`src/design/sht_pkg.sv`:
```
// Package for the segment handle table: beat structs, codes and constants.
// Used by every module of the design; depends on nothing.
`timescale 1ns / 1ps
package sht_pkg;
	localparam int DEFAULT_ENTRIES = 16;
	localparam int CNT_W = 5;

	localparam logic [2:0] OP_ADD = 3'd0;
	localparam logic [2:0] OP_EVICT = 3'd1;
	localparam logic [2:0] OP_RELOAD = 3'd2;
	localparam logic [2:0] OP_LOCK = 3'd3;
	localparam logic [2:0] OP_UNLOCK = 3'd4;
	localparam logic [2:0] OP_COMPACT = 3'd5;
	localparam logic [2:0] OP_QUERY = 3'd6;
	localparam logic [2:0] OP_RESERVED = 3'd7;

	localparam logic [3:0] ST_OK = 4'd0;
	localparam logic [3:0] ST_BAD_HANDLE = 4'd1;
	localparam logic [3:0] ST_NOT_FOUND = 4'd2;
	localparam logic [3:0] ST_NOT_DISC = 4'd3;
	localparam logic [3:0] ST_LOCKED = 4'd4;
	localparam logic [3:0] ST_LOADED = 4'd5;
	localparam logic [3:0] ST_NO_FILE = 4'd6;
	localparam logic [3:0] ST_BOUNDS = 4'd7;
	localparam logic [3:0] ST_FULL = 4'd8;
	localparam logic [3:0] ST_NOT_LOADED = 4'd9;

	localparam logic [1:0] REG_CAPACITY = 2'd0;
	localparam logic [1:0] REG_FILE_LEN = 2'd1;

	localparam logic [15:0] NE_MOVABLE = 16'h0010;
	localparam logic [15:0] NE_DISC = 16'h1000;

	typedef struct packed {
		logic [2:0] operation;
		logic [15:0] handle;
		logic [15:0] seg_flags;
		logic data_present;
		logic [31:0] seg_alloc;
		logic [31:0] file_offset;
		logic [31:0] file_bytes;
	} in_beat_t;

	typedef struct packed {
		logic [3:0] status;
		logic [15:0] handle_out;
		logic [3:0] state_flags;
		logic [15:0] lock_count_out;
		logic [31:0] alloc_size_out;
		logic [4:0] eligible_count;
	} out_beat_t;

	// One slot descriptor as it travels along the chain.
	typedef struct packed {
		logic [15:0] hdl;
		logic [3:0] flags;
		logic has_data;
		logic [15:0] lock;
		logic [31:0] alloc;
		logic [31:0] foff;
		logic [31:0] fsize;
	} slot_t;

	// Token that visits the cells one per cycle.
	typedef struct packed {
		logic active;
		logic [2:0] op;
		logic [15:0] hdl;
		logic in_cap;
		logic done;
		slot_t add_slot;
	} token_t;

	// What a cell reports when the token leaves it.
	typedef struct packed {
		logic hit;
		logic [3:0] status;
		logic [3:0] flags;
		logic [15:0] lock;
		logic [31:0] alloc;
		logic eligible;
	} cell_rep_t;
endpackage

```
`src/design/sht_cell.sv`:
```
// One slot of the segment handle table; it holds a descriptor and acts on the
// token when the token passes it. Depends on sht_pkg.
`timescale 1ns / 1ps
module sht_cell (
	input logic clk,
	input logic arst_n,
	input logic here,
	input logic in_cap,
	input sht_pkg::token_t tok,
	input logic [31:0] img_len,
	output logic claim,
	output sht_pkg::cell_rep_t rep
);
	import sht_pkg::*;
	slot_t s_q;
	slot_t s_n;
	logic match;
	logic [32:0] fend;

	assign match = in_cap && s_q.hdl == tok.hdl && tok.hdl != 16'd0 && !tok.done;
	assign fend = {1'b0, s_q.foff} + {1'b0, s_q.fsize};

	always_comb begin
		s_n = s_q;
		rep = '0;
		claim = 1'b0;
		if (here && tok.active) begin
			if (tok.op == OP_ADD) begin
				if (in_cap && s_q.hdl == 16'd0 && !tok.done) begin
					claim = 1'b1;
					s_n = tok.add_slot;
					rep.hit = 1'b1;
					rep.flags = tok.add_slot.flags;
					rep.alloc = tok.add_slot.alloc;
				end
			end else if (tok.op == OP_COMPACT) begin
				rep.eligible = in_cap && s_q.hdl != 16'd0 && s_q.flags[1] && s_q.flags[0]
					&& s_q.lock == 16'd0 && s_q.has_data && s_q.alloc != 32'd0;
			end else if (match && tok.op != OP_RESERVED) begin
				claim = 1'b1;
				rep.hit = 1'b1;
				case (tok.op)
					OP_EVICT: begin
						if (!s_q.flags[2]) rep.status = ST_NOT_DISC;
						else if (s_q.lock != 16'd0) rep.status = ST_LOCKED;
						else begin
							s_n.has_data = 1'b0;
							s_n.alloc = '0;
							s_n.flags = {1'b1, s_q.flags[2:1], 1'b0};
						end
					end
					OP_RELOAD: begin
						if (s_q.flags[0]) rep.status = ST_LOADED;
						else if (s_q.fsize != 32'd0 && img_len == 32'd0)
							rep.status = ST_NO_FILE;
						else if (s_q.fsize != 32'd0 && fend > {1'b0, img_len})
							rep.status = ST_BOUNDS;
						else begin
							s_n.alloc = s_q.fsize;
							s_n.has_data = s_q.fsize != 32'd0;
							s_n.flags = {1'b0, s_q.flags[2:1], 1'b1};
						end
					end
					OP_LOCK: begin
						if (!s_q.flags[0]) rep.status = ST_NOT_LOADED;
						else if (s_q.lock != 16'hFFFF) s_n.lock = s_q.lock + 16'd1;
					end
					OP_UNLOCK: begin
						if (s_q.lock != 16'd0) s_n.lock = s_q.lock - 16'd1;
					end
					default: ;
				endcase
				rep.flags = s_n.flags;
				rep.lock = s_n.lock;
				rep.alloc = s_n.alloc;
			end
		end
	end

	always_ff @(posedge clk or negedge arst_n) begin
		if (!arst_n) begin
			s_q <= '0;
		end else begin
			s_q <= s_n;
		end
	end
endmodule

```
`config.mk`:
```
export PLATFORM = sky130hd
export DESIGN_NAME = sht_cell
export DESIGN_NICKNAME = d
export VERILOG_FILES = /design/src/design/sht_pkg.sv /design/src/design/sht_cell.sv
export SDC_FILE = /design/constraint.sdc
export NUM_CORES = 1
export LEC_CHECK = 0
export BUFFER_PORTS_ARGS = -buffer_cell sky130_fd_sc_hd__buf_2
export CAP_MARGIN = 20
export CORE_MARGIN = 4
export CORE_UTILIZATION = 50
export DETAILED_ROUTE_END_ITERATION = 8
export GPL_ROUTABILITY_DRIVEN = 0
export PLACE_DENSITY = 0.78
export SYNTH_ARGS = -nofsm -noshare
export SYNTH_HDL_FRONTEND = slang
export SYNTH_SLANG_ARGS = --single-unit
```
`constraint.sdc`:
```
create_clock -name clk -period 5.2 [get_ports clk]
set_clock_uncertainty 0.2 [all_clocks]
set_input_delay 0.52 -clock clk [delete_from_list [all_inputs] [get_ports clk]]
set_output_delay 0.52 -clock clk [all_outputs]
set_load 0.02 [all_outputs]
```
==> out/metrics.csv <==
metric;value;unit
initial antenna violation count;7;
Synth async-reset ratio;1.00;
Largest regs;s_q x132;
via density per instance;6.18;
largest net degree at the start of global routing;94;
Mapped Area;10500;sq um
power density over the cells;311;nW/um^2
Iteration-0 DRC Markers;980;
fmax;169;MHz
share of the synthesized area in the top cell type;0.316;
Max rail drop VDD;0.211;mV
die height;153;um
max reg flops;132;
I/O pin cnt;250;
Core ar.;20500;sq um
crit path kind;register to primary output;
Initial Utilization;0.514;
drt drc;0;
Synth Flop Type;dfrtp_1;
sequential area share after synthesis;0.316;
Num CTS Buffers;17;
post-route clock period utilization;1.14;
final setup vio count;52;
H-tree depth;4;
Site Rows;52;
max_slew headroom;0.400;
worst hold slack;-0.00394;ns
Req. time, crit path;4.48;ns
vias in the first global route;11300;
PnR worst setup slack;-0.715;ns
Worst Setup End Kind;primary output;
Synth area leaders;dfrtp_1, ha_1, mux2_2, a21oi_1, nand2_1;
final core utilization;0.681;
nets;1802;
post-synthesis cell count;1224;
status;finished, violations left;
clk buf depth;2;
largest register by flop count;s_q;
Die Wd;153;um
Buffers on Ports;248;
fraction of layout cells with a size suffix above 1;0.352;
die area;23400;sq um
syn_nets;1482;
drt pass-1 iters;5;
Post-Place Cells;1778;
clk sinks;133;
Final min period;5.92;ns
Max FO, Critical Path;6;
worst min path class;input port to asynchronous set/reset pin;
switching power;0.00155;W
overall global routing resource usage;0.306;
Final Hold Vio Count;9;
Slew @ Worst Pin;0.900;ns
Post-Route WL;37300;um
clk_lat worst skew;0.43;ns
switching portion of total power;0.357;
Syn Area/Cell;8.60;sq um
GRT overflow;0;
Reg power frac;0.327;
fin cells;1833;
RSZ-0062 raised after global routing;true;
Leak;7.05;nW
Critical Path AT;5.20;ns
EDFF count, synth;0;
Worst setup SP type;register;
Post-DRT Antenna Nets;0;
number of library cell types mapped by synthesis;79;
Reg clk slew, reported paths;0.07;ns
Yosys reg bits;133;
power consumption;0.00434;W
post-DP HPWL;27100;um
setup TNS;-23.57;ns
yosys warns;0;
drt wl/cell;20.4;um
Clk pwr share;0.305;
combinational power share;0.368;
area delta synth->final;32.6;%
max-cap violation count;0;
DR vias;11300;
first-pass GRT wire length;58700;um
Root Driver;clkbuf_16;
internal power;0.00279;W
max-slew violations;0;
CTS tree;done;
failing checks;negative hold slack, negative setup slack;
dominant cell type by area after synthesis;dfrtp_1;
-- kinds of logic (layout without fill, tap and decap cells) --
group	count (synthesis)	in the layout	share of synthesized area
flip-flops	133	133	0.316
adder cells (fa/ha/maj)	67	67	0.0803
AND/OR/NAND/NOR	395	395	0.191
XOR/XNOR	55	55	0.0457
buffers and inverters	126	458	0.0494
other	0	7	0
multiplexers	77	77	0.0803
AO/OA/AOI/OAI	371	371	0.237
-- metal layers --
| metal | GRT usage | routed length [um] |
|---|---|---|
| met4 | 0.154 | 2250 |
| met1 | 0.391 | 14800 |
| met3 | 0.0630 | 2910 |
| met2 | 0.492 | 17300 |
| met5 | 0 | 0 |
-- per-stage QoR --
step | hold WS [ns] | cell area [sq um] | setup slack, ns
after detailed placement | 0.286 | 12800 | -0.547
final | -0.00394 | 14000 | -0.715
after floorplan | 0.0244 | 10600 | 0.0222
after CTS | 0.0384 | 13800 | -0.619
after global routing | 0.0688 | 14000 | -0.899
after global placement | 0.282 | 12800 | -0.313
-- worst paths after layout --
check                               from        to  slack, ns  cells after the start
worst min register to register   s_q[59]   s_q[59]       0.30                      1
worst min-delay path              arst_n   s_q[51]     -0.004                      1
min in group clk                tok[123]  s_q[123]       0.09                      2
worst max register to register    s_q[0]   s_q[89]      -0.07                     26
max in group asynchronous         arst_n   s_q[77]       3.71                      2
worst max-delay path              s_q[0]    rep[8]      -0.72                     23
-- critical path: stages (launching register included) --
cell and delay [ns]:
dfrtp_1 0.36, ha_2 0.19, inv_2 0.04, fa_2 0.37, nor2b_4 0.16, o31ai_4 0.07
a31o_4 0.23, a21bo_4 0.22, a211oi_2 0.25, o21ai_2 0.15, buf_4 0.16, a2bb2oi_2 0.14
xor2_1 0.19, ha_1 0.28, a21o_1 0.18, a221oi_2 0.25, nand4_1 0.19, o21ai_4 0.25
a32oi_4 0.18, buf_6 0.20, buf_4 0.14, mux2i_2 0.16, nor3_2 0.20, buf_4 0.19
-- what timing repair did --
action,in CTS,in global routing
hold buffers,0,0
pin swaps,22,21
gates cloned,1,0
setup buffers,8,10
resized for setup,65,38
endpoints found under the setup margin,52,56
-- layout make-up --
type	instances	area, sq um
antenna	7	17.5
clock buffer	20	457
clock inverter	11	175
fill	1616	6540
inverter	57	214
multi-input combinational	965	7070
sequential	133	3330
tap	270	338
timing repair buffer	370	2360
-- cell usage in the layout (no fill, tap or decap), types with 8 or more instances in the layout --
cell type	n
o21ai_0	40
a21oi_1	118
buf_4	117
xnor2_1	37
a21o_1	42
mux2_2	59
or3_1	9
o21ai_1	12
nor2_1	84
a31oi_1	10
nand4_1	28
xor2_1	18
o21a_1	10
clkbuf_16	17
nand3_1	27
buf_2	228
ha_1	64
a22o_1	15
a211oi_1	8
and2_1	25
dfrtp_1	133
nor3_1	25
buf_6	18
nor3_2	10
mux2i_1	12
a221o_1	17
nor4_1	39
and3_1	8
nand2_1	96
inv_1	54
nand2b_1	8
-- power groups by stage --
stage          Clock [W]  Combinational (W)  Sequential [W]
2_1_floorplan          0            0.00101         0.00132
3_3_place_gp           0            0.00141         0.00141
3_5_place_dp           0            0.00146         0.00142
4_1_cts          0.00133            0.00154         0.00141
5_1_grt          0.00138            0.00177         0.00144
6_report         0.00133            0.00160         0.00142
-- synthesized netlist by cell type, drive strengths merged, types with 4 or more instances --
library cell	number
and2	27
dfrtp	133
mux2i	17
o21ai	55
ha	66
mux2	60
a22oi	6
o311a	4
a21oi	123
o21a	10
a21o	42
or4	7
a21boi	5
or2	7
o21bai	4
a211oi	15
nor3	36
a221o	17
nor4	42
or3	9
o211ai	6
o22ai	9
a31o	13
nor2	86
buf	23
nand2b	8
clkbuf	46
xor2	18
inv	55
nand3	29
nand4	28
a22o	15
xnor2	37
a31oi	11
and3	9
nand2	97
a221oi	4
(Power assumes the default switching activity.)
